$ cat config.mk
export PLATFORM = sky130hd
export DESIGN_NAME = nvp_scale
export DESIGN_NICKNAME = d
export VERILOG_FILES = /design/src/hdl/nvp_pkg.sv /design/src/hdl/nvp_scale.sv
export SDC_FILE = /design/constraint.sdc
export NUM_CORES = 2
export LEC_CHECK = 0
export BUFFER_PORTS_ARGS = -buffer_cell sky130_fd_sc_hd__buf_2
export CORE_MARGIN = 2
export CORE_UTILIZATION = 40
export CTS_CLUSTER_DIAMETER = 30
export DETAILED_ROUTE_END_ITERATION = 8
export PLACE_DENSITY = 0.65
export SKIP_CTS_REPAIR_TIMING = 1
export SYNTH_ARGS = -nofsm -noshare
export SYNTH_HDL_FRONTEND = slang
export SYNTH_SLANG_ARGS = --single-unit
$ cat constraint.sdc
create_clock -name clk_i -period 9.7 [get_ports clk_i]
set_input_delay 0.97 -clock clk_i [delete_from_list [all_inputs] [get_ports clk_i]]
set_output_delay 0.97 -clock clk_i [all_outputs]
set_load 0.02 [all_outputs]
$ cat src/hdl/nvp_pkg.sv
// ----------------------------------------------------------------------------
// nvp_pkg
// Shared constants, field codes and types of the navigation frame parser.
// ----------------------------------------------------------------------------
package nvp_pkg;

  localparam int unsigned PosW        = 7;
  localparam int unsigned FrameLen    = 100;
  localparam int unsigned LastPos     = FrameLen - 1;
  localparam int unsigned SumFirstPos = 2;
  localparam int unsigned SumCount    = 96;
  localparam int unsigned SumLastPos  = SumFirstPos + SumCount - 1;

  localparam int unsigned OffMonth   = 12;
  localparam int unsigned OffDay     = 13;
  localparam int unsigned OffHour    = 14;
  localparam int unsigned OffMinute  = 15;
  localparam int unsigned OffSecond  = 16;
  localparam int unsigned OffValid   = 17;
  localparam int unsigned OffFixType = 26;
  localparam int unsigned OffSats    = 29;
  localparam int unsigned OffLon     = 30;
  localparam int unsigned OffLat     = 34;
  localparam int unsigned OffAlt     = 42;
  localparam int unsigned OffSpeed   = 66;
  localparam int unsigned OffDopLo   = 82;
  localparam int unsigned OffDopHi   = 83;
  localparam int unsigned OffHeading = 90;
  localparam int unsigned OffTrailer = 98;

  localparam int unsigned NumSmall  = 8;
  localparam int unsigned NumFields = 14;
  localparam int unsigned CodeW     = 4;
  localparam int unsigned ValW      = 32;
  localparam int unsigned DopW      = 16;

  localparam logic [CodeW-1:0] FldMonth   = 4'd0;
  localparam logic [CodeW-1:0] FldDay     = 4'd1;
  localparam logic [CodeW-1:0] FldHour    = 4'd2;
  localparam logic [CodeW-1:0] FldMinute  = 4'd3;
  localparam logic [CodeW-1:0] FldSecond  = 4'd4;
  localparam logic [CodeW-1:0] FldValid   = 4'd5;
  localparam logic [CodeW-1:0] FldFixType = 4'd6;
  localparam logic [CodeW-1:0] FldSats    = 4'd7;
  localparam logic [CodeW-1:0] FldLon     = 4'd8;
  localparam logic [CodeW-1:0] FldLat     = 4'd9;
  localparam logic [CodeW-1:0] FldAlt     = 4'd10;
  localparam logic [CodeW-1:0] FldSpeed   = 4'd11;
  localparam logic [CodeW-1:0] FldDop     = 4'd12;
  localparam logic [CodeW-1:0] FldHeading = 4'd13;

  // Division by 1000 is a shift by 3 and a reciprocal multiply for 125.
  localparam int unsigned KiloShift = 3;
  localparam int unsigned KiloNW    = ValW - KiloShift;
  localparam int unsigned KiloMulW  = 30;
  localparam logic [KiloMulW-1:0] KiloMul = 30'd549755814;
  localparam int unsigned KiloK     = 36;
  localparam int unsigned KiloQW    = KiloNW + KiloMulW - KiloK;

  // Division by 100000 is a shift by 5 and a reciprocal multiply for 3125.
  localparam int unsigned HdgShift = 5;
  localparam int unsigned HdgNW    = ValW - HdgShift;
  localparam int unsigned HdgMulW  = 28;
  localparam logic [HdgMulW-1:0] HdgMul = 28'd175921861;
  localparam int unsigned HdgK     = 39;
  localparam int unsigned HdgQW    = HdgNW + HdgMulW - HdgK;

  // Division by 100 is a shift by 2 and a reciprocal multiply for 25.
  localparam int unsigned DopShift = 2;
  localparam int unsigned DopNW    = DopW - DopShift;
  localparam int unsigned DopMulW  = 15;
  localparam logic [DopMulW-1:0] DopMul = 15'd20972;
  localparam int unsigned DopK     = 19;
  localparam int unsigned DopQW    = DopNW + DopMulW - DopK;

  typedef struct packed {
    logic [NumSmall-1:0][7:0] octets;
    logic [ValW-1:0]          lon;
    logic [ValW-1:0]          lat;
    logic [ValW-1:0]          alt;
    logic [ValW-1:0]          speed;
    logic [ValW-1:0]          heading;
    logic [DopW-1:0]          dop;
    logic                     good;
  } frame_t;

  typedef struct packed {
    logic [NumFields-1:0][ValW-1:0] vals;
    logic                           good;
  } result_t;

endpackage

$ cat src/hdl/nvp_scale.sv
// ----------------------------------------------------------------------------
// nvp_scale
// Two-stage pipeline that snapshots a finished frame and scales its fields.
// ----------------------------------------------------------------------------
module nvp_scale (
  input  logic               clk_i,
  input  logic               rst_ni,
  input  logic               done_i,
  input  nvp_pkg::frame_t    frame_i,
  output logic               busy_o,
  output logic               load_o,
  output nvp_pkg::result_t   result_o
);
  import nvp_pkg::*;

  logic                      s1_v_q, s2_v_q;
  logic [ValW-1:0]           alt_mag, spd_mag, hdg_mag;
  logic [NumSmall-1:0][7:0]  small1_q, small2_q;
  logic [ValW-1:0]           lon1_q, lat1_q, lon2_q, lat2_q;
  logic                      good1_q, good2_q;
  logic                      alt_neg1_q, spd_neg1_q, hdg_neg1_q;
  logic                      alt_neg2_q, spd_neg2_q, hdg_neg2_q;
  logic [KiloNW-1:0]         alt_n_q, spd_n_q;
  logic [HdgNW-1:0]          hdg_n_q;
  logic [DopNW-1:0]          dop_n_q;
  logic [KiloNW+KiloMulW-1:0] alt_p_q, spd_p_q;
  logic [HdgNW+HdgMulW-1:0]  hdg_p_q;
  logic [DopNW+DopMulW-1:0]  dop_p_q;
  logic [ValW-1:0]           alt_q, spd_q, hdg_q, dop_q;

  assign alt_mag = frame_i.alt[ValW-1]     ? (ValW'(0) - frame_i.alt)     : frame_i.alt;
  assign spd_mag = frame_i.speed[ValW-1]   ? (ValW'(0) - frame_i.speed)   : frame_i.speed;
  assign hdg_mag = frame_i.heading[ValW-1] ? (ValW'(0) - frame_i.heading) : frame_i.heading;

  always_ff @(posedge clk_i or negedge rst_ni) begin
    if (!rst_ni) begin
      s1_v_q <= 1'b0;
      s2_v_q <= 1'b0;
    end else begin
      s1_v_q <= done_i;
      s2_v_q <= s1_v_q;
    end
  end

  always_ff @(posedge clk_i) begin
    if (done_i) begin
      small1_q   <= frame_i.octets;
      lon1_q     <= frame_i.lon;
      lat1_q     <= frame_i.lat;
      good1_q    <= frame_i.good;
      alt_neg1_q <= frame_i.alt[ValW-1];
      spd_neg1_q <= frame_i.speed[ValW-1];
      hdg_neg1_q <= frame_i.heading[ValW-1];
      alt_n_q    <= alt_mag[ValW-1:KiloShift];
      spd_n_q    <= spd_mag[ValW-1:KiloShift];
      hdg_n_q    <= hdg_mag[ValW-1:HdgShift];
      dop_n_q    <= frame_i.dop[DopW-1:DopShift];
    end
    if (s1_v_q) begin
      small2_q   <= small1_q;
      lon2_q     <= lon1_q;
      lat2_q     <= lat1_q;
      good2_q    <= good1_q;
      alt_neg2_q <= alt_neg1_q;
      spd_neg2_q <= spd_neg1_q;
      hdg_neg2_q <= hdg_neg1_q;
      alt_p_q    <= (KiloNW+KiloMulW)'(alt_n_q) * (KiloNW+KiloMulW)'(KiloMul);
      spd_p_q    <= (KiloNW+KiloMulW)'(spd_n_q) * (KiloNW+KiloMulW)'(KiloMul);
      hdg_p_q    <= (HdgNW+HdgMulW)'(hdg_n_q) * (HdgNW+HdgMulW)'(HdgMul);
      dop_p_q    <= (DopNW+DopMulW)'(dop_n_q) * (DopNW+DopMulW)'(DopMul);
    end
  end

  always_comb begin
    alt_q = ValW'(alt_p_q[KiloNW+KiloMulW-1:KiloK]);
    spd_q = ValW'(spd_p_q[KiloNW+KiloMulW-1:KiloK]);
    hdg_q = ValW'(hdg_p_q[HdgNW+HdgMulW-1:HdgK]);
    dop_q = ValW'(dop_p_q[DopNW+DopMulW-1:DopK]);
    if (alt_neg2_q) alt_q = ValW'(0) - alt_q;
    if (spd_neg2_q) spd_q = ValW'(0) - spd_q;
    if (hdg_neg2_q) hdg_q = ValW'(0) - hdg_q;

    result_o.vals[FldMonth]   = ValW'(small2_q[0]);
    result_o.vals[FldDay]     = ValW'(small2_q[1]);
    result_o.vals[FldHour]    = ValW'(small2_q[2]);
    result_o.vals[FldMinute]  = ValW'(small2_q[3]);
    result_o.vals[FldSecond]  = ValW'(small2_q[4]);
    result_o.vals[FldValid]   = ValW'(small2_q[5]);
    result_o.vals[FldFixType] = ValW'(small2_q[6]);
    result_o.vals[FldSats]    = ValW'(small2_q[7]);
    result_o.vals[FldLon]     = lon2_q;
    result_o.vals[FldLat]     = lat2_q;
    result_o.vals[FldAlt]     = alt_q;
    result_o.vals[FldSpeed]   = spd_q;
    result_o.vals[FldDop]     = dop_q;
    result_o.vals[FldHeading] = hdg_q;
    result_o.good             = good2_q;
  end

  assign busy_o = s1_v_q || s2_v_q;
  assign load_o = s2_v_q;

endmodule

# Word level (Yosys, flattened, before mapping)
# Cells that the tools add are included.
# op_classes
addsub,6
mux,6
reduce_logical,1
n_mul,4
# op_table
op,n
"29-bit by 29-bit multiplier with 58-bit output, second input constant",2
32-bit 2-to-1 mux,3
"1-bit by 32-bit subtractor with 32-bit output, first input constant",3
31-bit 2-to-1 mux,3
"27-bit by 28-bit multiplier with 55-bit output, second input constant",1
"1-bit by 23-bit subtractor with 24-bit output, first input constant",2
"14-bit by 13-bit multiplier with 27-bit output, second input constant",1
"1-bit by 16-bit subtractor with 17-bit output, first input constant",1
1-bit logical OR,1
# word_totals
register_bits,563
inputBits,244
out_inout_bits,451

# Depth between registers and ports, before layout
# logic_depth
ltp_word,2
ltp_mapped,26
mapped_depth_nobuf,25

# Worst setup path before layout
# Ideal clock, no wire load.
# synth_path
path_kind,register to register
start,reg spd_n_q[4]
end,"reg spd_p_q[58], data pin"
setup_time_ns,0.265
t_arrival_ns,7.171
period_less_slack_ns,7.436
slack_ns,2.264
required_time_ns,9.435
path_stages_with_launch,27
cell_sequence,edfxtp_1 ha_1 fa_1 fa_1 inv_1 fa_1 inv_1 fa_1 inv_1 fa_1 inv_1 fa_1 inv_1 fa_1 inv_1 ha_1 a41oi_1 o221ai_1 a221oi_1 o21ai_0 nand4_1 and3_1 clkbuf_1 o21ai_0 a2111o_1 and3_1 or3_1
# synth_between
elab_chain_cells,1
# synth_lines
item,line_no,rtl
"start, declared",nvp_scale.sv:23,"logic [KiloNW-1:0] alt_n_q, spd_n_q;"
"start signal, assigned",nvp_scale.sv:55,spd_n_q <= spd_mag[ValW-1:KiloShift];
29-bit by 29-bit multiplier with 58-bit output,nvp_scale.sv:68,spd_p_q <= (KiloNW+KiloMulW)'(spd_n_q) * (KiloNW+KiloMulW)'(KiloMul);
"end signal, assigned",nvp_scale.sv:68,
"end, declared",nvp_scale.sv:26,"logic [KiloNW+KiloMulW-1:0] alt_p_q, spd_p_q;"
# No other way between the ends.
# A chain may end at the register's enable or synchronous reset.

# Final worst setup path
# layout_path
start,reg alt_n_q[15]
end,"reg alt_p_q[52], data pin"
# layout_between
elab_chain_cells,1
# layout_lines
item,line_no,rtl
"start, declared",nvp_scale.sv:23,
"start signal, assigned",nvp_scale.sv:54,alt_n_q <= alt_mag[ValW-1:KiloShift];
29-bit by 29-bit multiplier with 58-bit output,nvp_scale.sv:67,alt_p_q <= (KiloNW+KiloMulW)'(alt_n_q) * (KiloNW+KiloMulW)'(KiloMul);
"end signal, assigned",nvp_scale.sv:67,
"end, declared",nvp_scale.sv:26,
# No other way between the ends.

==> metrics.txt <==
period utilization a little under nine tenths; Gate Count Post-Synth 5122; initial antenna violation count 19; total wire length around 140 mm; DR iter-0 viols approximately 1.5k; core area around 0.14 sq mm; clock sink count 437; Avg Vias per Cell 4.65; Hold Path Class flip-flop to flip-flop; residual DRC count 22; fin. max-slew vios 0; Req. time, crit path a little over 10 ns; Max H-tree Level 3; DR WL/cell roughly 18 um; Critical Path Source alt_n_q[15]$_DFFE_PP_; Worst setup EP type flip-flop; 1st-pass router iterations 9; PortBufs approximately 480; Tot GR Track Use a little under a fifth; global-route wire length before repair 216 mm; starting density of the core about two fifths; Clock Path Buffers 3; Layout Utilization around 45%; Hold Startpoint lon1_q[18]$_DFFE_PP_; Yosys top cell area share between 20 and 30%; Synth warnings 0; sequential element share of the synthesized area a little under a quarter; slowest CP cell a2111oi_0; Routed Antenna Nets 0; Crit Path Class flip-flop to flip-flop; post-DP HPWL between 100 and 150 mm; final net count 7860; worst skew pair latency approximately 0.72 ns; remaining global-route overflow 0; Setup-failing EPs final 0; headroom to the max-slew limit 28.3%; I/O pin count between 600 and 700; Die W 384 um; Max Clock Freq 120 MHz; Reg area ~0.013 sq mm; total CTS buffers 95; post-synthesis async set-or-reset flop share less than 1%; crit-path most repeated cell fa_1; CTS root buf clkbuf_16; post-synth top area cell fa_1; vias in the first global route 39.4k; RR Startpoint alt_n_q[15]$_DFFE_PP_; ys flop type edfxtp_1; CTS tree done; row count about 140; crit-path max cell delay around 0.9 ns; largest net degree at the start of global routing roughly 140; Area contributors post-synth fa_1 (30%), ha_1 (24%), edfxtp_1 (23%), inv_1 (9.8%), buf_4 (3.2%); worst endpoint data arrival time between 8 and 9 ns; Distinct cells, synth 60; crit-path cells ha_1, fa_1, fa_1, inv_1, fa_1, inv_1, fa_1, fa_1, fa_1, inv_1, fa_1, inv_1, ha_1, a21oi_1, or2_2, a311oi_1, a2111oi_0, o21ai_0, o21ai_0, a211oi_1, or3_1, a41oi_1, xnor2_1; final setup TNS 0 ns; Post-synth EDFFs between 400 and 500; startpoint type of the worst setup path flip-flop; layout cell share with drive strength beyond 1 between 10% and 20%; #FFs+latches synth around 440; CTS clock-pin slew for the worst setup and hold paths approximately 0.050 ns; failing checks DRC; placer congestion estimate 0.907; Die Ht roughly 380 um; vias about 36k; setup repair after global routing missed its margin no; Syn-to-layout area delta 12.2%; final hold violations 0; Worst-Margin Slew roughly 1.0 ns; die area 0.148 sq mm; min cycle time layout roughly 8.4 ns; Fillers between 10k and 15k; clk_skew 0.0647 ns; mapped cell area ~0.058 sq mm; Avg Inst Size Synth approximately 11 sq um; outcome finished with violations; worst-path maximum fanout 10; Multi-input gate area ~0.038 sq mm; max-cap viol count 0
## flip-flops by register name, summed over array words and instances, names as in the netlist
signal      cells
load_o          1
hdg_neg1_q      1
spd_n_q        29
lon2_q         32
good1_q         1
hdg_p_q        16
small1_q       64
result_o       64
spd_neg2_q      1
hdg_n_q        27
s1_v_q          1
alt_neg1_q      1
dop_p_q        10
alt_p_q        23
dop_n_q        14
lat2_q         32
alt_n_q        29
good2_q         1
alt_neg2_q      1
lat1_q         32
spd_p_q        23
hdg_neg2_q      1
lon1_q         32
spd_neg1_q      1
## cells by family (layout without fill, tap and decap cells)
family / count (synthesis) / in the layout / share of synthesized area [%]
adders and majority gates: 1964 / 1964 / 53.7
buffers and inverters: 1778 / 2173 / 13.1
DFF: 437 / 437 / 22.7
AOI/OAI and AO/OA: 372 / 372 / 4.13
and+or+nand+nor: 371 / 371 / 3.32
xor gates and xnor gates: 199 / 199 / 3.01
other: 1 / 215 / 0.00648
## through the flow
step                instances  cell area (sq um)  setup slack [ns]  hold slack (ns)
finish                   7634              64900              1.33            0.390
global route             7633              64900             0.758            0.372
CTS                      7632              64900              1.30          -0.0371
detailed placement       7457              61600              1.29            0.405
global placement         7457              61600              1.36            0.400
floorplan                5335              58700              2.26            0.400
## worst paths after layout
path                                          to  slack (ns)  cells past startpoint
max in group asynchronous       s1_v_q$_DFF_PN0_        8.89                      2
min reg2reg                 lon2_q[18]$_DFFE_PP_        0.39                      0
max reg2reg                alt_p_q[52]$_DFFE_PP_        1.33                     23
min                         lon2_q[18]$_DFFE_PP_        0.39                      0
min in group asynchronous       s1_v_q$_DFF_PN0_        0.70                      2
max                        alt_p_q[52]$_DFFE_PP_        1.33                     23
## cell usage in the layout, fill, tap and decap left out, types with 95 or more instances in the layout
| master | count |
|---|---|
| inv_1 | 1509 |
| ha_1 | 1097 |
| fa_1 | 867 |
| buf_2 | 477 |
| edfxtp_1 | 435 |
| conb_1 | 214 |
| xnor2_1 | 174 |
| nand2_1 | 106 |
| o21ai_0 | 99 |
| clkbuf_16 | 95 |
## per-layer routing
metal / wire (um) / GRT usage (%)
met4: 2660 / 4.39
met1: 57900 / 24.1
met2: 67600 / 32.8
met5: 132 / 0
met3: 7340 / 4.06
## layout make-up
cell class	count	area share, %
Sequential cell	437	20.2
Clock inverter	72	1.39
Inverter	1509	8.73
Antenna cell	1	0.00385
Tap cell	1903	3.67
Clock buffer	103	3.71
Timing Repair Buffer	489	3.85
Multi-Input combinational cell	3120	58.4
## cell usage after synthesis, drive strengths merged (22+ instances only)
cell / instances
nand4: 22
nand2: 106
o31ai: 27
xor2: 25
nand3: 31
or4: 24
a21o: 50
or3: 25
inv: 1509
nor2: 59
ha: 1097
nor3: 30
a21oi: 85
edfxtp: 435
o21ai: 102
fa: 867
xnor2: 174
buf: 249
## critical path, delay by kind of cell (launching register included)
kind / cells / cell delay [ns]
buffers and inverters: 4 / 0.20
XOR/XNOR: 1 / 0.08
AO/OA/AOI/OAI: 7 / 2.39
AND/OR/NAND/NOR: 2 / 0.59
adder cells (fa/ha/maj): 9 / 4.06
flip-flops: 1 / 0.80
Power is left out: the tool's default activity adds up to more than one toggle a clock period on the data nets, which glitch-free logic cannot reach.
