`config.mk`:
```
export PLATFORM = sky130hd
export DESIGN_NAME = nvp_accum
export DESIGN_NICKNAME = d
export VERILOG_FILES = /design/src/hdl/nvp_pkg.sv /design/src/hdl/nvp_accum.sv
export SDC_FILE = /design/constraint.sdc
export NUM_CORES = 1
export LEC_CHECK = 0
export BUFFER_PORTS_ARGS = -buffer_cell sky130_fd_sc_hd__buf_2
export CORE_UTILIZATION = 25
export DETAILED_ROUTE_END_ITERATION = 7
export SYNTH_ARGS = -nofsm -noshare
export SYNTH_HDL_FRONTEND = slang
export SYNTH_SLANG_ARGS = --single-unit
```
`constraint.sdc`:
```
create_clock -name clk_i -period 3.2 [get_ports clk_i]
set_clock_uncertainty 0.2 [all_clocks]
set_input_delay 0.16 -clock clk_i [delete_from_list [all_inputs] [get_ports clk_i]]
set_output_delay 0.16 -clock clk_i [all_outputs]
set_load 0.005 [all_outputs]
```
`src/hdl/nvp_pkg.sv`:
```
// ----------------------------------------------------------------------------
// nvp_pkg
// Shared constants, field codes and types of the navigation frame parser.
// ----------------------------------------------------------------------------
package nvp_pkg;

  localparam int unsigned PosW        = 7;
  localparam int unsigned FrameLen    = 100;
  localparam int unsigned LastPos     = FrameLen - 1;
  localparam int unsigned SumFirstPos = 2;
  localparam int unsigned SumCount    = 96;
  localparam int unsigned SumLastPos  = SumFirstPos + SumCount - 1;

  localparam int unsigned OffMonth   = 12;
  localparam int unsigned OffDay     = 13;
  localparam int unsigned OffHour    = 14;
  localparam int unsigned OffMinute  = 15;
  localparam int unsigned OffSecond  = 16;
  localparam int unsigned OffValid   = 17;
  localparam int unsigned OffFixType = 26;
  localparam int unsigned OffSats    = 29;
  localparam int unsigned OffLon     = 30;
  localparam int unsigned OffLat     = 34;
  localparam int unsigned OffAlt     = 42;
  localparam int unsigned OffSpeed   = 66;
  localparam int unsigned OffDopLo   = 82;
  localparam int unsigned OffDopHi   = 83;
  localparam int unsigned OffHeading = 90;
  localparam int unsigned OffTrailer = 98;

  localparam int unsigned NumSmall  = 8;
  localparam int unsigned NumFields = 14;
  localparam int unsigned CodeW     = 4;
  localparam int unsigned ValW      = 32;
  localparam int unsigned DopW      = 16;

  localparam logic [CodeW-1:0] FldMonth   = 4'd0;
  localparam logic [CodeW-1:0] FldDay     = 4'd1;
  localparam logic [CodeW-1:0] FldHour    = 4'd2;
  localparam logic [CodeW-1:0] FldMinute  = 4'd3;
  localparam logic [CodeW-1:0] FldSecond  = 4'd4;
  localparam logic [CodeW-1:0] FldValid   = 4'd5;
  localparam logic [CodeW-1:0] FldFixType = 4'd6;
  localparam logic [CodeW-1:0] FldSats    = 4'd7;
  localparam logic [CodeW-1:0] FldLon     = 4'd8;
  localparam logic [CodeW-1:0] FldLat     = 4'd9;
  localparam logic [CodeW-1:0] FldAlt     = 4'd10;
  localparam logic [CodeW-1:0] FldSpeed   = 4'd11;
  localparam logic [CodeW-1:0] FldDop     = 4'd12;
  localparam logic [CodeW-1:0] FldHeading = 4'd13;

  // Division by 1000 is a shift by 3 and a reciprocal multiply for 125.
  localparam int unsigned KiloShift = 3;
  localparam int unsigned KiloNW    = ValW - KiloShift;
  localparam int unsigned KiloMulW  = 30;
  localparam logic [KiloMulW-1:0] KiloMul = 30'd549755814;
  localparam int unsigned KiloK     = 36;
  localparam int unsigned KiloQW    = KiloNW + KiloMulW - KiloK;

  // Division by 100000 is a shift by 5 and a reciprocal multiply for 3125.
  localparam int unsigned HdgShift = 5;
  localparam int unsigned HdgNW    = ValW - HdgShift;
  localparam int unsigned HdgMulW  = 28;
  localparam logic [HdgMulW-1:0] HdgMul = 28'd175921861;
  localparam int unsigned HdgK     = 39;
  localparam int unsigned HdgQW    = HdgNW + HdgMulW - HdgK;

  // Division by 100 is a shift by 2 and a reciprocal multiply for 25.
  localparam int unsigned DopShift = 2;
  localparam int unsigned DopNW    = DopW - DopShift;
  localparam int unsigned DopMulW  = 15;
  localparam logic [DopMulW-1:0] DopMul = 15'd20972;
  localparam int unsigned DopK     = 19;
  localparam int unsigned DopQW    = DopNW + DopMulW - DopK;

  typedef struct packed {
    logic [NumSmall-1:0][7:0] octets;
    logic [ValW-1:0]          lon;
    logic [ValW-1:0]          lat;
    logic [ValW-1:0]          alt;
    logic [ValW-1:0]          speed;
    logic [ValW-1:0]          heading;
    logic [DopW-1:0]          dop;
    logic                     good;
  } frame_t;

  typedef struct packed {
    logic [NumFields-1:0][ValW-1:0] vals;
    logic                           good;
  } result_t;

endpackage

```
`src/hdl/nvp_accum.sv`:
```
// ----------------------------------------------------------------------------
// nvp_accum
// Byte position tracking, Fletcher checksum and field capture of one frame.
// ----------------------------------------------------------------------------
module nvp_accum (
  input  logic                   clk_i,
  input  logic                   rst_ni,
  input  logic                   cfg_we_i,
  input  logic                   cfg_wdata_i,
  input  logic                   in_valid_i,
  output logic                   in_ready_o,
  input  logic [7:0]             frame_byte_i,
  input  logic                   frame_start_i,
  input  logic                   hold_i,
  output logic                   done_o,
  output nvp_pkg::frame_t        frame_o
);
  import nvp_pkg::*;

  logic                      rx_on_q;
  logic [PosW-1:0]           pos_q, pos_d;
  logic [PosW-1:0]           p_eff;
  logic [PosW-1:0]           lane_lon, lane_lat, lane_alt, lane_spd, lane_hdg;
  logic                      accept, take;
  logic [7:0]                sum_first_q, sum_second_q, trailer_q, first_new;
  logic [NumSmall-1:0][7:0]  small_q;
  logic [ValW-1:0]           lon_q, lat_q, alt_q, spd_q, hdg_q;
  logic [DopW-1:0]           dop_q;

  function automatic logic in_word(logic [PosW-1:0] pos, int unsigned off);
    return (pos >= PosW'(off)) && (pos < PosW'(off + 4));
  endfunction

  assign in_ready_o = !(hold_i && (pos_q == PosW'(LastPos)));
  assign accept     = in_valid_i && in_ready_o && rx_on_q;
  assign p_eff      = frame_start_i ? '0 : pos_q;
  assign take       = accept && (p_eff < PosW'(FrameLen));
  assign done_o     = take && (p_eff == PosW'(LastPos));
  assign first_new  = sum_first_q + frame_byte_i;

  assign lane_lon = p_eff - PosW'(OffLon);
  assign lane_lat = p_eff - PosW'(OffLat);
  assign lane_alt = p_eff - PosW'(OffAlt);
  assign lane_spd = p_eff - PosW'(OffSpeed);
  assign lane_hdg = p_eff - PosW'(OffHeading);

  always_comb begin
    pos_d = pos_q;
    if (take) begin
      pos_d = p_eff + PosW'(1);
    end else if (accept) begin
      pos_d = p_eff;
    end
  end

  always_ff @(posedge clk_i or negedge rst_ni) begin
    if (!rst_ni) begin
      rx_on_q <= 1'b0;
      pos_q   <= '0;
    end else begin
      if (cfg_we_i) begin
        rx_on_q <= cfg_wdata_i;
      end
      pos_q <= pos_d;
    end
  end

  always_ff @(posedge clk_i) begin
    if (take) begin
      if (p_eff == '0) begin
        sum_first_q  <= '0;
        sum_second_q <= '0;
      end else if ((p_eff >= PosW'(SumFirstPos)) && (p_eff <= PosW'(SumLastPos))) begin
        sum_first_q  <= first_new;
        sum_second_q <= sum_second_q + first_new;
      end
      if (p_eff == PosW'(OffMonth))   small_q[0] <= frame_byte_i;
      if (p_eff == PosW'(OffDay))     small_q[1] <= frame_byte_i;
      if (p_eff == PosW'(OffHour))    small_q[2] <= frame_byte_i;
      if (p_eff == PosW'(OffMinute))  small_q[3] <= frame_byte_i;
      if (p_eff == PosW'(OffSecond))  small_q[4] <= frame_byte_i;
      if (p_eff == PosW'(OffValid))   small_q[5] <= {4'b0000, frame_byte_i[3:0]};
      if (p_eff == PosW'(OffFixType)) small_q[6] <= frame_byte_i;
      if (p_eff == PosW'(OffSats))    small_q[7] <= frame_byte_i;
      if (p_eff == PosW'(OffDopLo))   dop_q[7:0]  <= frame_byte_i;
      if (p_eff == PosW'(OffDopHi))   dop_q[15:8] <= frame_byte_i;
      if (p_eff == PosW'(OffTrailer)) trailer_q   <= frame_byte_i;
      if (in_word(p_eff, OffLon))     lon_q[{lane_lon[1:0], 3'b000} +: 8] <= frame_byte_i;
      if (in_word(p_eff, OffLat))     lat_q[{lane_lat[1:0], 3'b000} +: 8] <= frame_byte_i;
      if (in_word(p_eff, OffAlt))     alt_q[{lane_alt[1:0], 3'b000} +: 8] <= frame_byte_i;
      if (in_word(p_eff, OffSpeed))   spd_q[{lane_spd[1:0], 3'b000} +: 8] <= frame_byte_i;
      if (in_word(p_eff, OffHeading)) hdg_q[{lane_hdg[1:0], 3'b000} +: 8] <= frame_byte_i;
    end
  end

  always_comb begin
    frame_o.octets  = small_q;
    frame_o.lon     = lon_q;
    frame_o.lat     = lat_q;
    frame_o.alt     = alt_q;
    frame_o.speed   = spd_q;
    frame_o.heading = hdg_q;
    frame_o.dop     = dop_q;
    frame_o.good    = (sum_first_q == trailer_q) && (sum_second_q == frame_byte_i);
  end

  a_pos_saturates : assert property (@(posedge clk_i) disable iff (!rst_ni)
    done_o |=> (pos_q == PosW'(FrameLen)))
    else $error("Position did not stop after the final byte.");

  a_pos_range : assert property (@(posedge clk_i) disable iff (!rst_ni)
    pos_q <= PosW'(FrameLen))
    else $error("Byte position ran past the frame length.");

endmodule

```
# == Yosys cells after proc, flatten, opt, wreduce, memory -nomap -nowiden ==
# Index checks and enable logic that the tools add are counted.
# totals
register_bits,268
word_cells,114
# classes
add_sub_neg,13
magnitude_cmp,13
eq_ne,15
n_shift,10
muxes,10
n_reduce_logical,33
# op_table
op,n
$bwmux 32,5
$shift 8x7->32 const A,5
$shiftx 8x7->32,5
$eq 7x7->1 const B,5
$neg 5->7,5
$reduce_and 2->1,17
$eq 7x4->1 const B,4
$eq 7x5->1 const B,4
$lt 7x6->1 const B,3
$lt 7x7->1 const B,3
$mux 7,3
$add 8x8->8,2
$eq 8x8->1,2
$mux 8,2
$ge 7x6->1 const B,2
$ge 7x7->1 const B,2
$logic_and 1x1->1,12
$sub 2x2->2 const B,5
$add 7x1->7 const B,1
$ge 7x2->1 const B,1
$ge 7x5->1 const B,1
$le 7x7->1 const B,1
$logic_not 7->1,1
$reduce_bool 2->1,2
$logic_not 1->1,1

# == Depth between registers and ports, before layout ==
# depth
word_depth,7
mapped_depth,11
ltp_nobuf,11

# == Least setup slack after synthesis ==
# Ideal clock, no wire load.
# synth_path
path_kind,reg2reg
from,register sum_first_q[0]
to,"register sum_second_q[7], data pin"
setup_time_ps,264
t_arrival_ps,2664
required_time_ps,2736
path_slack_ps,72
path_stages_with_launch,12
path_buffers,0
path_cell_list,edfxtp_1 -> ha_1 -> fa_1 -> a21o_1 -> a21oi_1 -> o21ai_0 -> xor2_1 -> ha_1 -> a21o_1 -> a22o_1 -> nor4_1 -> nor3_1
# synth_via
elab_chain_cells,3
# synth_lines
item,line,source
from (decl),nvp_accum.sv:25,"logic [7:0] sum_first_q, sum_second_q, trailer_q, first_new;"
from (signal assigned),nvp_accum.sv:74,sum_first_q <= first_new;
$add 8x8->8,nvp_accum.sv:39,assign first_new = sum_first_q + frame_byte_i;
via first_new[6],nvp_accum.sv:25,
$add 8x8->8,nvp_accum.sv:75,sum_second_q <= sum_second_q + first_new;
$mux 8,nvp_accum.sv:73,end else if ((p_eff >= PosW'(SumFirstPos)) && (p_eff <= PosW'(SumLastPos))) begin
to (signal assigned),nvp_accum.sv:75,
to (decl),nvp_accum.sv:25,
# The timed path passes the listed nets, and every way through them passes these cells. The select of a mux whose other input is x is not followed.
# A chain may end at the register's enable or synchronous reset.

# == Worst setup path in the final report ==
# Ends and elaborated chain as after synthesis.

==> results.json <==
{
  "status": "finished with violations",
  "violations": "setup timing",
  "synthFlopType": "edfxtp_1",
  "cp_common_cell": "a21o_1",
  "slowest_delay_ns": 0.42,
  "worstSetupStartpointType": "flip-flop",
  "dr.pass1.iters": 5,
  "clkPwrFrac_pct": 38.3,
  "gp_congestion": 0.8650,
  "hpwl_mm": 18.93,
  "cpMaxStageDelayCell": "edfxtp_1",
  "synth-edff-count": 260,
  "cellPowerDensity_nw_per_um2": 647.2,
  "netlist-cell-type-count": 48,
  "fp-row-count": 72,
  "vias": 5771,
  "ant_nets": 0,
  "rsz0062_at_grt": "yes",
  "r2r_end": "sum_second_q[7]",
  "worst_slack_ns": -0.006901,
  "synth_adder_area_share_pct": 2.706,
  "grtUsageTotal_pct": 13.13,
  "timing.final.hold_violations": 0,
  "synth_compound_area_share_pct": 3.064,
  "drt-initial-drc-count": 367,
  "holdPathStages": 5,
  "antenna_found_initial": 2,
  "fp.dieW_um": 200.0,
  "grt_pass1_wl_mm": 37.47,
  "required_ns": 3.39,
  "worstSetupPathType": "flip-flop to flip-flop",
  "period_share_pct": 100.2,
  "synth_simple_gate_area_share_pct": 8.361,
  "grt_max_degree": 17,
  "p_sw_share_pct": 24.57,
  "routed_wl_mm": 27.04,
  "finalSetupViolCount": 1,
  "cap_violations": 0,
  "clk_path_buf_depth": 3,
  "synth_mux_area_share_pct": 0.1149,
  "peakVddDrop_uv": 335.7,
  "n_antenna_cell": 0,
  "syn_inst": 530,
  "ff2ff_path_depth": 11,
  "syn_avg_cell_area_um2": 18.49,
  "drt-vias-per-instance": 4.149,
  "syn-cell-area_um2": 9802,
  "slew_headroom_pct": 27.91,
  "fillers": 3717,
  "power_frac_seq_pct": 48.4,
  "placedCellCount": 1323,
  "slew_viol_final": 0,
  "io_pins": 258,
  "clock_latency_ns": 0.55,
  "final-instance-count-excl-fill": 1391,
  "portBuffers": 253,
  "cts_tree": "built",
  "ys_warn_count": 0,
  "worst_pin_slew_ns": 1.070,
  "initial_core_util_pct": 25.36,
  "power.internal_uw": 6349,
  "dp_worst_setup_slack_ns": -0.07985,
  "die_area_um2": 40000,
  "synthToLayoutAreaGrowth_pct": 32.67,
  "cts_sinks": 268,
  "overflow": 0,
  "place_area_um2": 11870,
  "p_leak_uw": 0.004744,
  "fmax_ghz": 0.3118,
  "final_core_utilization_pct": 33.65,
  "netSwitchingPower_uw": 2068,
  "core_area_um2": 38650,
  "htreeDepth": 1,
  "first_global_vias": 5637,
  "comb_power_share_pct": 13.3,
  "wl_met2_mm": 13.44,
  "seq_area_frac_synth_pct": 81.70,
  "fin_crit_ns": 3.207,
  "r2r_start": "sum_first_q[0]",
  "min-delay-start": "hold_i",
  "wl_per_cell_um": 19.44,
  "wl_met3_mm": 1.762,
  "ys_ff_latch": 268,
  "fin_nets": 886,
  "synth-async-reset-ratio_pct": 2.985,
  "rrSetupSlack_ns": -0.007,
  "cts.clk_slew.worst_paths_ns": 0.06,
  "die_y_um": 200.0,
  "drc": 0,
  "worstHoldEndpoint": "pos_q[2]",
  "finalInstanceArea_um2": 13000,
  "cts_root_buf": "clkbuf_16",
  "end_kind": "flip-flop",
  "top_layer": "met5",
  "min_path_type": "input pin to flip-flop",
  "drive_gt1_share_pct": 39.98,
  "synth_top_family_by_area": "simple AND/OR/NAND/NOR gates",
  "synth_xor_area_share_pct": 2.936,
  "wl_met1_mm": 11.39,
  "path_cells": "ha_4 > fa_2 > a21o_1 > a21oi_2 > o21ai_2 > xor2_1 > ha_1 > a21o_1 > a22o_1 > o31a_1 > nor3_2",
  "cts_buffers": 28,
  "worst_ep_arrival_time_ns": 3.39,
  "crit_fanout": 4
}
[timing repair]
action | CTS | global route
endpoints found under the hold margin | 97 | 1
gates resized for setup | 5 | 10
pin swaps | 1 | 13
setup buffers | 1 | 1
gates cloned | 0 | 0
hold buffers | 13 | 1
setup endpoints to repair | 1 | 1
[worst max-delay path, delay by kind of cell, from the launching register on]
| kind | cells | cell delay (ns) |
|---|---|---|
| xor+xnor | 1 | 0.18 |
| simple gates | 1 | 0.17 |
| fa+ha+maj | 3 | 0.92 |
| compound gates | 6 | 1.16 |
| flops | 1 | 0.42 |
[flip-flops by register name, indices dropped and copies added (netlist names)]
name          count
sum_second_q      8
pos_q             7
sum_first_q       8
lat_q            32
dop_q            16
spd_q            32
lon_q            32
frame_o          60
trailer_q         8
rx_on_q           1
hdg_q            32
alt_q            32
[logic make-up (layout without fill, tap and decap cells)]
kind of cell               after synthesis  after routing
adders and majority gates               20             20
other                                    1              4
buffers and inverters                   15            355
muxes                                    1              1
DFF                                    268            268
xor gates and xnor gates                32             32
and+or+nand+nor                        150            150
AOI/OAI and AO/OA                       43             43
[worst max-delay path by stage]
stage,start,endpoint,slack (ns),depth (start not counted)
floorplan,sum_first_q[0],sum_second_q[7],0.07,11
CTS,sum_first_q[0],sum_second_q[7],0.009,11
detailed placement,sum_first_q[0],sum_second_q[7],-0.08,11
global route,sum_first_q[0],sum_second_q[7],-0.1,11
finish,sum_first_q[0],sum_second_q[7],-0.007,11
global placement,sum_first_q[0],sum_second_q[7],-0.02,12
[synthesized netlist by cell type (4+ instances only)]
| master | instances | area share (%) |
|---|---|---|
| a21o_1 | 5 | 0.38 |
| a21oi_1 | 11 | 0.56 |
| and2_1 | 52 | 3.3 |
| buf_4 | 5 | 0.38 |
| buf_6 | 4 | 0.46 |
| dfrtp_1 | 8 | 2.0 |
| edfxtp_1 | 260 | 80 |
| ha_1 | 18 | 2.3 |
| nand2_1 | 16 | 0.61 |
| nand3_1 | 4 | 0.20 |
| nand4_1 | 6 | 0.38 |
| nor2_1 | 37 | 1.4 |
| nor3_1 | 11 | 0.56 |
| nor4_1 | 6 | 0.38 |
| o211ai_1 | 4 | 0.31 |
| o21ai_0 | 9 | 0.46 |
| xnor2_1 | 24 | 2.1 |
| xor2_1 | 7 | 0.63 |
[area by class of cell]
cell class / instances / area (µm²) / area share (%)
Clock buffer: 33 / 719.4 / 5.533
Multi-Input combinational cell: 250 / 1762 / 13.55
Sequential cell: 268 / 8008 / 61.58
Timing Repair Buffer: 300 / 1654 / 12.72
Clock inverter: 19 / 201.4 / 1.549
Inverter: 3 / 11.26 / 0.08660
Tap cell: 518 / 648.1 / 4.984
[cell usage in the layout, fill, tap and decap left out, types with 5 or more instances in the layout]
cell type | netlist | final
a21o_1 | 5 | 5
a21oi_1 | 11 | 9
and2_1 | 52 | 52
buf_2 | 1 | 253
buf_4 | 5 | 33
clkbuf_1 | 2 | 5
clkbuf_16 | 0 | 28
clkinv_1 | 0 | 5
dfrtp_1 | 8 | 8
dlygate4sd3_1 | 0 | 14
edfxtp_1 | 260 | 260
ha_1 | 18 | 17
nand2_1 | 16 | 16
nand4_1 | 6 | 6
nor2_1 | 37 | 37
nor3_1 | 11 | 10
o21ai_0 | 9 | 7
xnor2_1 | 24 | 24
xor2_1 | 7 | 7
[metal layers]
layer	up-vias	track usage, %
met1	2876	16.63
met2	212	22.84
met3	32	2.638
li1	2649	-
met4	2	3.336
met5	-	0
[per-stage QoR]
stage	power (µW)	hold WS (ns)	TNS, ns
global placement	5162	-0.1603	-0.01962
global route	8741	0.1540	-0.09908
floorplan	4837	-0.3356	0
finish	8416	0.1181	-0.006901
detailed placement	5171	-0.1579	-0.07985
CTS	8454	0.002022	0
[power by group through the flow]
stage | clock [µW] | sequential, µW | combinational [µW]
2_1_floorplan | 0 | 4120 | 714
3_3_place_gp | 0 | 4150 | 1020
3_5_place_dp | 0 | 4150 | 1020
4_1_cts | 3310 | 4070 | 1070
5_1_grt | 3420 | 4080 | 1230
6_report | 3220 | 4080 | 1120
Note: power is estimated with default switching activity, not from simulation.
