<file path="config.mk">
export PLATFORM = sky130hd
export DESIGN_NAME = nvp_emit
export DESIGN_NICKNAME = d
export VERILOG_FILES = /design/src/hdl/nvp_pkg.sv /design/src/hdl/nvp_emit.sv
export SDC_FILE = /design/constraint.sdc
export NUM_CORES = 1
export LEC_CHECK = 0
export ABC_AREA = 1
export BUFFER_PORTS_ARGS = -buffer_cell sky130_fd_sc_hd__buf_2
export CAP_MARGIN = 25
export CORE_UTILIZATION = 35
export DETAILED_ROUTE_END_ITERATION = 10
export PLACE_DENSITY_LB_ADDON = 0.05
export SYNTH_ARGS = -nofsm -noshare
export SYNTH_HDL_FRONTEND = slang
export SYNTH_SLANG_ARGS = --single-unit
</file>
<file path="constraint.sdc">
create_clock -name clk_i -period 1.8 [get_ports clk_i]
set_clock_uncertainty 0.15 [all_clocks]
set_input_delay 0.27 -clock clk_i [delete_from_list [all_inputs] [get_ports clk_i]]
set_output_delay 0.27 -clock clk_i [all_outputs]
set_load 0.05 [all_outputs]
</file>
<file path="src/hdl/nvp_pkg.sv">
// ----------------------------------------------------------------------------
// nvp_pkg
// Shared constants, field codes and types of the navigation frame parser.
// ----------------------------------------------------------------------------
package nvp_pkg;

  localparam int unsigned PosW        = 7;
  localparam int unsigned FrameLen    = 100;
  localparam int unsigned LastPos     = FrameLen - 1;
  localparam int unsigned SumFirstPos = 2;
  localparam int unsigned SumCount    = 96;
  localparam int unsigned SumLastPos  = SumFirstPos + SumCount - 1;

  localparam int unsigned OffMonth   = 12;
  localparam int unsigned OffDay     = 13;
  localparam int unsigned OffHour    = 14;
  localparam int unsigned OffMinute  = 15;
  localparam int unsigned OffSecond  = 16;
  localparam int unsigned OffValid   = 17;
  localparam int unsigned OffFixType = 26;
  localparam int unsigned OffSats    = 29;
  localparam int unsigned OffLon     = 30;
  localparam int unsigned OffLat     = 34;
  localparam int unsigned OffAlt     = 42;
  localparam int unsigned OffSpeed   = 66;
  localparam int unsigned OffDopLo   = 82;
  localparam int unsigned OffDopHi   = 83;
  localparam int unsigned OffHeading = 90;
  localparam int unsigned OffTrailer = 98;

  localparam int unsigned NumSmall  = 8;
  localparam int unsigned NumFields = 14;
  localparam int unsigned CodeW     = 4;
  localparam int unsigned ValW      = 32;
  localparam int unsigned DopW      = 16;

  localparam logic [CodeW-1:0] FldMonth   = 4'd0;
  localparam logic [CodeW-1:0] FldDay     = 4'd1;
  localparam logic [CodeW-1:0] FldHour    = 4'd2;
  localparam logic [CodeW-1:0] FldMinute  = 4'd3;
  localparam logic [CodeW-1:0] FldSecond  = 4'd4;
  localparam logic [CodeW-1:0] FldValid   = 4'd5;
  localparam logic [CodeW-1:0] FldFixType = 4'd6;
  localparam logic [CodeW-1:0] FldSats    = 4'd7;
  localparam logic [CodeW-1:0] FldLon     = 4'd8;
  localparam logic [CodeW-1:0] FldLat     = 4'd9;
  localparam logic [CodeW-1:0] FldAlt     = 4'd10;
  localparam logic [CodeW-1:0] FldSpeed   = 4'd11;
  localparam logic [CodeW-1:0] FldDop     = 4'd12;
  localparam logic [CodeW-1:0] FldHeading = 4'd13;

  // Division by 1000 is a shift by 3 and a reciprocal multiply for 125.
  localparam int unsigned KiloShift = 3;
  localparam int unsigned KiloNW    = ValW - KiloShift;
  localparam int unsigned KiloMulW  = 30;
  localparam logic [KiloMulW-1:0] KiloMul = 30'd549755814;
  localparam int unsigned KiloK     = 36;
  localparam int unsigned KiloQW    = KiloNW + KiloMulW - KiloK;

  // Division by 100000 is a shift by 5 and a reciprocal multiply for 3125.
  localparam int unsigned HdgShift = 5;
  localparam int unsigned HdgNW    = ValW - HdgShift;
  localparam int unsigned HdgMulW  = 28;
  localparam logic [HdgMulW-1:0] HdgMul = 28'd175921861;
  localparam int unsigned HdgK     = 39;
  localparam int unsigned HdgQW    = HdgNW + HdgMulW - HdgK;

  // Division by 100 is a shift by 2 and a reciprocal multiply for 25.
  localparam int unsigned DopShift = 2;
  localparam int unsigned DopNW    = DopW - DopShift;
  localparam int unsigned DopMulW  = 15;
  localparam logic [DopMulW-1:0] DopMul = 15'd20972;
  localparam int unsigned DopK     = 19;
  localparam int unsigned DopQW    = DopNW + DopMulW - DopK;

  typedef struct packed {
    logic [NumSmall-1:0][7:0] octets;
    logic [ValW-1:0]          lon;
    logic [ValW-1:0]          lat;
    logic [ValW-1:0]          alt;
    logic [ValW-1:0]          speed;
    logic [ValW-1:0]          heading;
    logic [DopW-1:0]          dop;
    logic                     good;
  } frame_t;

  typedef struct packed {
    logic [NumFields-1:0][ValW-1:0] vals;
    logic                           good;
  } result_t;

endpackage

</file>
<file path="src/hdl/nvp_emit.sv">
// ----------------------------------------------------------------------------
// nvp_emit
// Result bank that hands out the fourteen fields of a frame one per transfer.
// ----------------------------------------------------------------------------
module nvp_emit (
  input  logic                        clk_i,
  input  logic                        rst_ni,
  input  logic                        load_i,
  input  nvp_pkg::result_t            result_i,
  output logic                        busy_o,
  output logic                        out_valid_o,
  input  logic                        out_ready_i,
  output logic [nvp_pkg::CodeW-1:0]   field_code_o,
  output logic signed [nvp_pkg::ValW-1:0] field_value_o,
  output logic                        checksum_good_o,
  output logic                        last_field_o
);
  import nvp_pkg::*;

  logic                           valid_q;
  logic [CodeW-1:0]               idx_q;
  logic [NumFields-1:0][ValW-1:0] bank_q;
  logic                           good_q;
  logic                           xfer;

  assign xfer = valid_q && out_ready_i;

  always_ff @(posedge clk_i or negedge rst_ni) begin
    if (!rst_ni) begin
      valid_q <= 1'b0;
      idx_q   <= '0;
    end else begin
      if (load_i) begin
        valid_q <= 1'b1;
        idx_q   <= FldMonth;
      end else if (xfer) begin
        if (idx_q == FldHeading) begin
          valid_q <= 1'b0;
        end else begin
          idx_q <= idx_q + CodeW'(1);
        end
      end
    end
  end

  always_ff @(posedge clk_i) begin
    if (load_i) begin
      bank_q <= result_i.vals;
      good_q <= result_i.good;
    end
  end

  assign busy_o          = valid_q;
  assign out_valid_o     = valid_q;
  assign field_code_o    = idx_q;
  assign field_value_o   = bank_q[idx_q];
  assign checksum_good_o = good_q;
  assign last_field_o    = (idx_q == FldHeading);

  a_no_overwrite : assert property (@(posedge clk_i) disable iff (!rst_ni)
    load_i |-> !valid_q)
    else $error("Result bank loaded while a frame was still being sent.");

  a_last_ends : assert property (@(posedge clk_i) disable iff (!rst_ni)
    (out_valid_o && out_ready_i && last_field_o) |=> !out_valid_o)
    else $error("Output stayed valid after the final field transfer.");

endmodule

</file>
; After elaboration in Yosys (flattened, before gate mapping)
; Index checks and enable logic that the tools add are counted.
[word_totals]
regBits = 454
input_bits = 453
word_cells = 34
[op_classes]
magnitude_cmp = 1
n_eq_ne = 2
addsub = 1
muxes = 8
reduce_logical = 5
[op_table]
columns = operator, count
row1 = $bmux W32 S4, 1
row2 = $mux W32, 1
row3 = $mux W4, 3
row4 = $lt A4 B5 Y1 const B, 1
row5 = $add A4 B1 Y4 const B, 1
row6 = $eq A4 B4 Y1 const B, 1
row7 = $reduce_and A2 Y1, 2
row8 = $reduce_bool A2 Y1, 2
row9 = $mux W1, 3
row10 = $ne A2 B2 Y1 const B, 1
row11 = $logic_and A1 B1 Y1, 1

; Longest topological paths before layout
; Gate-level depths: netlist of the first run.
[logic_depth]
ltp_word = 4
mapped_depth = 11
depth_no_buf = 8

; Worst setup path after synthesis of the first run
; OpenSTA, ideal clock, no wires.
[synth_path]
path_kind = register -> output
startpoint = reg idx_q[0], in the netlist field_code_o[0]
endpoint = out field_value_o[1] (netlist name)
setup_slack_ns = -0.476
stages_incl_launch_ff = 12
t_arrival_ns = 1.856
t_required_ns = 1.380
n_path_buf = 3
cell_sequence = dfrtp_1 > buf_4 > inv_2 > buf_6 > buf_4 > nand2_1 > nand3_1 > nand2_1 > nand2_1 > nand2_1 > nand2_1 > nand2_1
[synth_via]
elab_chain_len = 2
[synth_lines]
columns = element, line_no
row1 = from (decl), nvp_emit.sv:21  ; logic [CodeW-1:0] idx_q;
row2 = from (signal assigned), nvp_emit.sv:35  ; idx_q <= FldMonth;
row3 = from (signal assigned), nvp_emit.sv:40  ; idx_q <= idx_q + CodeW'(1);
row4 = $bmux W32 S4, nvp_emit.sv:56  ; assign field_value_o = bank_q[idx_q];
row5 = $mux W32 (not written as such), nvp_emit.sv:56
row6 = to (decl), nvp_emit.sv:14  ; output logic signed [nvp_pkg::ValW-1:0] field_value_o,
; Every way passes these cells. The select of a mux whose other input is x is not followed.

; Worst setup path after layout of the first run
[layout_path]
startpoint = reg idx_q[0], in the netlist field_code_o[0]
endpoint = out field_value_o[7] (netlist name)
; Same word-level chain as after synthesis.

==> results of run 1 <==
==> metrics by stage <==
| stage | instance area (um2) | util, % | cells | hold slack [ns] | TNS (ns) |
|---|---|---|---|---|---|
| global route | 32000 | 57.7 | 3763 | 0.217 | -33.04 |
| detailed placement | 24400 | 44.0 | 3180 | -0.0528 | -10.71 |
| floorplan | 20100 | - | 1921 | -0.176 | -5.46 |
| global placement | 24400 | 44.0 | 3180 | -0.0571 | -10.58 |
| finish | 32000 | 57.7 | 3765 | 0.235 | -29.02 |
| CTS | 31000 | 55.9 | 3734 | 0.193 | -31.30 |
==> flip-flops by register name, summed over array words and instances (netlist names) <==
register         count
checksum_good_o      1
busy_o               1
bank_q             448
field_code_o         4
==> cell type report <==
| class | count | share of cell area, % |
|---|---|---|
| diodes | 8 | 0.0626 |
| clock buffers | 61 | 4.24 |
| clock inverters | 35 | 1.10 |
| inverters | 389 | 4.80 |
| multi-input cells | 987 | 15.0 |
| flip-flops and latches | 454 | 42.6 |
| well taps | 748 | 2.93 |
| repair buffers | 1083 | 29.2 |
==> routing by layer <==
| layer | up-vias | track usage [%] |
|---|---|---|
| met1 | 8052 | 29.8 |
| li1 | 8197 | - |
| met2 | 585 | 40.3 |
| met3 | 156 | 4.89 |
| met4 | 8 | 10.9 |
| met5 | - | 0 |
==> worst register-to-register path, stage by stage, from the launching register on <==
cell	delay, ns
dfrtp_4	0.57
clkinv_8	0.13
clkbuf_16	0.19
ha_2	0.19
nand3_2	0.13
nand2_4	0.11
inv_2	0.06
nand3_1	0.06
nand2_1	0.05
a21oi_1	0.10
==> cells by family (layout without fill, tap and decap cells) <==
logic type | Yosys count | count (layout)
AO/OA/AOI/OAI | 23 | 23
adder cells (fa/ha/maj) | 2 | 2
buffers and inverters | 480 | 1568
flip-flops | 454 | 454
other | 0 | 8
AND/OR/NAND/NOR | 962 | 962
==> placed cells by master (no fill, tap or decap), drive strengths merged <==
cell / n
inv: 373
nand3: 235
ha: 2
clkinv: 27
clkinvlp: 17
a211oi: 1
o211ai: 20
buf: 618
dfrtp: 5
clkbuf: 71
dlygate4sd3: 453
bufinv: 7
nand2: 665
edfxtp: 449
bufbuf: 2
diode: 8
or2: 20
nor2: 41
nor3: 1
a21oi: 2
==> power groups by stage <==
stage / clock, mW / combinational, mW / sequential, mW
floorplan: 0 / 2.12 / 12.9
global placement: 0 / 4.05 / 13.0
detailed placement: 0 / 4.06 / 13.0
CTS: 11.0 / 5.04 / 12.8
global route: 11.4 / 5.93 / 12.9
finish: 10.8 / 5.50 / 12.8
==> what timing repair did <==
| item | 4_1_cts | 5_1_grt |
|---|---|---|
| gates cloned | 2 | 14 |
| hold buffers | 453 | 0 |
| pin swaps | 1 | 47 |
| buffers inserted | 3 | 9 |
| endpoints found under the hold margin | 468 | 0 |
| resized for setup | 71 | 159 |
| setup endpoints to repair | 43 | 42 |
==> worst max path at each step <==
| stage | end | slack, ns |
|---|---|---|
| 2_1_floorplan | field_value_o[15] | -0.20 |
| 3_3_place_gp | field_value_o[24] | -0.38 |
| 3_5_place_dp | field_value_o[22] | -0.38 |
| 4_1_cts | field_value_o[4] | -0.98 |
| 5_1_grt | field_value_o[20] | -1.02 |
| 6_report | field_value_o[7] | -0.91 |
==> results.yml, run 1 <==
status:
  result_of_the_run: "complete, but fails checks"
  violations: "negative setup slack"
floorplanning:
  rows: 86
  die-width_um: 239
  die_y_um: 239
  floorplan.initialDensity_pct: 35.6
  dieArea_um2: 57300
  design.portCount: 493
  placeableCoreArea_um2: 55400
synth:
  yosysSeqAreaShare_pct: 69.0
  postSynthNetCount: 2376
  share_of_the_synthesized_area_in_compound_gates_ao_oa_aoi_oai_pct: 0.850
  number_of_flops_mapped_to_enable_cells_by_yosys: 449
  dominant_combinational_cell_family_by_area_after_synthesis: "simple AND/OR/NAND/NOR gates"
  yosys.area_share.adder_pct: 0.127
  post_synth_xor_area_fraction_pct: 0
  yosys-top-cells-area: "edfxtp_1 (68%), nand2_1 (13%), inv_1 (7.3%)"
  synth.largest_area_cell: "edfxtp_1"
  async_flop_share_pct: 1.10
  synth.most_common_cell: "nand2_1"
  postSynthRegisterBits: 454
  synthesized_area_per_cell_um2: 10.3
  netlist.area_leader.share_pct: 68.4
  synth_cells: 1921
  post_synthesis_instance_area_um2: 19700
  ranking_of_synthesized_cells_by_instance_count: "nand2_1 (665), edfxtp_1 (449), inv_1 (386)"
  ys_dominant_reg_cell: "edfxtp_1"
  yosysWarningCount: 0
  synth_cell_types: 20
  muxShareOfSynthArea_pct: 0
  synth-simple-area-share_pct: 20.1
final_layout:
  ff_latch_area_um2: 13600
  fillerInstances: 4704
  layout-area-overhead-vs-synth_pct: 62.2
  fraction_of_layout_cells_with_a_size_suffix_above_1_pct: 30.1
  final_nets: 3422
  multiInputGateArea_um2: 4810
place:
  gp_congestion: 0.861
  dp_hpwl_um: 47000
  portBuffers: 492
  place_ws_ns: -0.375
detailed_routing:
  met2_length_um: 34400
  route.detailed.drc: 0
  total_length_of_routed_wires_um: 71600
  drtPass1Iterations: 5
  wirelength_met1_um: 29700
  routed-via-count: 16998
  met3RoutedLength_um: 4310
  topRoutingLayerUsed: "met5"
  average_routed_wire_per_standard_cell_um: 19.0
  drt-initial-drc-count: 988
  routed_via_density: 4.51
  final_antenna_violating_net_count: 0
setup_path:
  worst_setup_path_end_kind: "output pin"
  dominant_cell_type_by_count_on_the_critical_path: "nand2_2"
  reg2regPathDepth: 9
  crit_type: "reg -> out"
  crit_start: "field_code_o[0]"
  worst_path_max_delay_cell: "dfrtp_4"
  timing.critical_path.from_type: "register"
  required_ns: 1.38
  cp.buffers_inverters: 5
  worst-path-stages: 11
  critPathMaxStageDelay_ns: 0.54
  timing.rr.end: "field_code_o[2]"
  critical_path.reg2reg.startpoint: "field_code_o[1]"
  crit_family: "buffers and inverters"
  crit_arrival_ns: 2.29
  reg2reg_setup_slack_ns: -0.02
  path_cells: "buf_6 -> clkbuf_16 -> buf_4 -> nand2_2 -> nand3_2 -> nand2_2 -> nand2_1 -> nand2_1 -> nand2_2 -> clkinvlp_4 -> buf_8"
  crit_path_max_fanout: 5
grt:
  via_count_of_the_first_global_routing_pass: 17445
  grt_max_degree: 65
  wire_length_of_the_first_global_routing_pass_um: 102000
  track_usage_pct: 24.0
  antenna_found_initial: 13
  gr-total-overflow: 0
pwr:
  p_total_mw: 29.1
  power-per-cell-area_nw_per_um2: 909
  power.clock.fraction_pct: 37.1
  p_int_mw: 21.5
  power.net_switching_mw: 7.57
  relative_contribution_of_combinational_cells_to_total_power_pct: 18.9
  static-leakage-power_nw: 14.9
  irDropWorstVdd_uv: 803
  power_switching_share_pct: 26.0
  seqPwrFrac_pct: 44.0
flow_run:
  drv_cap: 0
timing:
  share_of_the_clock_period_used_by_the_worst_path_after_layout_pct: 150
  worst-slew-pin-transition_ns: 0.402
  postLayoutSetupSlackWorst_ns: -0.908
  count_of_final_hold_check_violations: 0
  grt_setup_unrepaired: "true"
  timing_max_transition_violations_final: 0
  final.min_clock_period_ns: 2.71
  setup_viol: 39
  fmax_mhz: 369
  worst_slew_margin_relative_to_its_limit_pct: 73.2
clock_network:
  cts_buffer_depth: 3
  cts_tree: "built"
  sinks_on_clock_net: 454
  clk-insertion-delay-late_ns: 0.58
  deepest_level_of_the_cts_h_tree: 2
  clock-root-buffer: "clkbuf_16"
  cts.clk_slew.worst_paths_ns: 0.06
  numCtsBuffers: 52
min_path:
  hold_path_class: "in -> reg"
  hp-start: "result_i[56]"
  min_path_cells: 2
  holdPathEnd: "bank_q[55]"
(Power assumes the default switching activity.)
==> inputs of run 2 (changes only) <==
--- a/config.mk
+++ b/config.mk
@@ -6,10 +6,11 @@
 export NUM_CORES = 1
 export LEC_CHECK = 0
 export ABC_AREA = 1
-export BUFFER_PORTS_ARGS = -buffer_cell sky130_fd_sc_hd__buf_2
 export CAP_MARGIN = 25
+export CORE_MARGIN = 1
 export CORE_UTILIZATION = 35
 export DETAILED_ROUTE_END_ITERATION = 10
+export DONT_BUFFER_PORTS = 1
 export PLACE_DENSITY_LB_ADDON = 0.05
 export SYNTH_ARGS = -nofsm -noshare
 export SYNTH_HDL_FRONTEND = slang
==> constraint.sdc (replaced) <==
create_clock -name clk_i -period 2.75 [get_ports clk_i]
set_clock_uncertainty 0.15 [all_clocks]
set_input_delay 0.4125 -clock clk_i [delete_from_list [all_inputs] [get_ports clk_i]]
set_output_delay 0.4125 -clock clk_i [all_outputs]
set_load 0.05 [all_outputs]
==> results.yml, run 2 (synthesis gave the netlist of run 1 again) <==
status:
  result_of_the_run: "complete, but fails checks"
  violations: "negative hold slack, max-slew violations, negative setup slack"
pwr:
  power-per-cell-area_nw_per_um2: 633
  static-leakage-power_nw: 12.5
  p_total_mw: 18.0
  irDropWorstVdd_uv: 497
place:
  portBuffers: 0
  gp_congestion: 0.822
  dp_cells: 2645
  dp_hpwl_um: 41800
setup_path:
  path_cells: "bufbuf_16 -> buf_8 -> nand2_1 -> nand2_1 -> nand2_1 -> nand3_1 -> nand3_1 -> nand2_2 -> buf_12"
  crit_path_max_fanout: 17
  crit_family: "buffers and inverters"
  timing.critical_path.from_type: "register"
  critPathMaxStageDelay_ns: 0.57
  worst_setup_path_end_kind: "output pin"
  worst_path_max_delay_cell: "dfrtp_4"
  required_ns: 2.19
  cp.buffers_inverters: 3
  dominant_cell_type_by_count_on_the_critical_path: "nand2_1"
  crit_type: "reg -> out"
  crit_arrival_ns: 2.37
timing:
  postLayoutSetupSlackWorst_ns: -0.178
  timing_max_transition_violations_final: 113
  fmax_mhz: 342
  fin_hold_ws_ns: -0.218
  setup_viol: 33
  worst_slew_margin_relative_to_its_limit_pct: -21.8
  count_of_final_hold_check_violations: 21
  share_of_the_clock_period_used_by_the_worst_path_after_layout_pct: 106
  worst-slew-pin-transition_ns: 1.83
  final.min_clock_period_ns: 2.93
  grt_setup_unrepaired: "true"
grt:
  antenna_found_initial: 13
  grt_max_degree: 453
  wire_length_of_the_first_global_routing_pass_um: 94400
  via_count_of_the_first_global_routing_pass: 15437
  track_usage_pct: 22.4
  gr-total-overflow: 0
detailed_routing:
  final_antenna_violating_net_count: 0
  routed-via-count: 14826
  total_length_of_routed_wires_um: 65100
  drtPass1Iterations: 5
  average_routed_wire_per_standard_cell_um: 20.1
  route.detailed.drc: 0
  routed_via_density: 4.59
  drt-initial-drc-count: 1009
floorplanning:
  placeableCoreArea_um2: 55400
  rows: 86
  die_y_um: 239
  dieArea_um2: 57300
  design.portCount: 493
  floorplan.initialDensity_pct: 35.6
  die-width_um: 239
final_layout:
  layout-area-overhead-vs-synth_pct: 43.8
  largest_reg_flops: 448
  fillerInstances: 5041
  registers.top_by_ff_count: "bank_q"
  layout.cells.most_common: "nand2_1"
  layout.cells.non_filler: 3231
  commonest_cells_after_routing_fill_and_taps_aside: "nand2_1 (591), dlygate4sd3_1 (456), edfxtp_1 (449)"
  fraction_of_layout_cells_with_a_size_suffix_above_1_pct: 12.3
  final_nets: 2886
clock_network:
  cts_tree: "built"
  cts_buffer_depth: 3
  clock-root-buffer: "clkbuf_16"
  clk-insertion-delay-late_ns: 0.60
  deepest_level_of_the_cts_h_tree: 2
  sinks_on_clock_net: 454
  numCtsBuffers: 52
  cts.clk_slew.worst_paths_ns: 0.06
  cts.hold.buffers_added: 456
flow_run:
  drv_cap: 0
min_path:
  hold_path_class: "in -> reg"
==> run 2: per-stage QoR <==
stage               setup TNS [ns]  area (um2)  utilization (%)  hold slack [ns]  worst slack (ns)
floorplan                        0       19700                -          -0.0331             0.331
global placement                 0       21200             38.3          -0.0315             0.207
detailed placement               0       21200             38.3          -0.0316             0.183
CTS                          -6.65       28000             50.5           -0.238            -0.248
global route                 -8.16       28300             51.1           -0.240            -0.306
finish                       -4.11       28400             51.2           -0.218            -0.178
==> run 2: layout make-up <==
type / count / area, um2 / share of cell area, %
Timing Repair inverter: 1 / 8.76 / 0.0309
Clock buffer: 71 / 1410 / 4.99
Antenna cell: 13 / 32.5 / 0.115
Tap cell: 748 / 936 / 3.30
Clock inverter: 22 / 176 / 0.622
Multi-Input combinational cell: 987 / 4480 / 15.8
Inverter: 389 / 1490 / 5.25
Sequential cell: 454 / 13600 / 48.0
Timing Repair Buffer: 546 / 6200 / 21.9
==> run 2: timing repair <==
action	4_1_cts	5_1_grt
setup endpoints to repair	33	34
resized for setup	65	81
pin swaps	7	28
gates cloned	11	3
endpoints found under the hold margin	908	108
buffers inserted	8	2
==> run 2: metal layers <==
layer  vias up  share of wire [%]  GRT usage [%]
met1      7152                 41           27.2
met3       103                6.6           5.44
met4         6                2.8           7.71
met2       441                 50           38.8
met5         -              0.066              0
li1       7124                  -              -
==> run 2: where the power goes <==
part | total, mW | switching (mW) | internal, mW
registers | 8.38 | 0.151 | 8.23
logic | 2.95 | 1.58 | 1.37
clock network | 6.63 | 2.85 | 3.78
==> run 2: path summary, 6_finish.rpt <==
check	start	endpoint	slack, ns	cells past startpoint
worst max-delay path	field_code_o[0]	field_value_o[24]	-0.18	9
worst min-delay path	load_i	bank_q[202]	-0.22	0
worst max register to register	field_code_o[0]	busy_o	0.08	9
worst min register to register	field_code_o[2]	field_code_o[3]	0.62	4
max in group asynchronous	rst_ni	field_code_o[0]	1.58	2
min in group asynchronous	rst_ni	field_code_o[1]	0.59	2
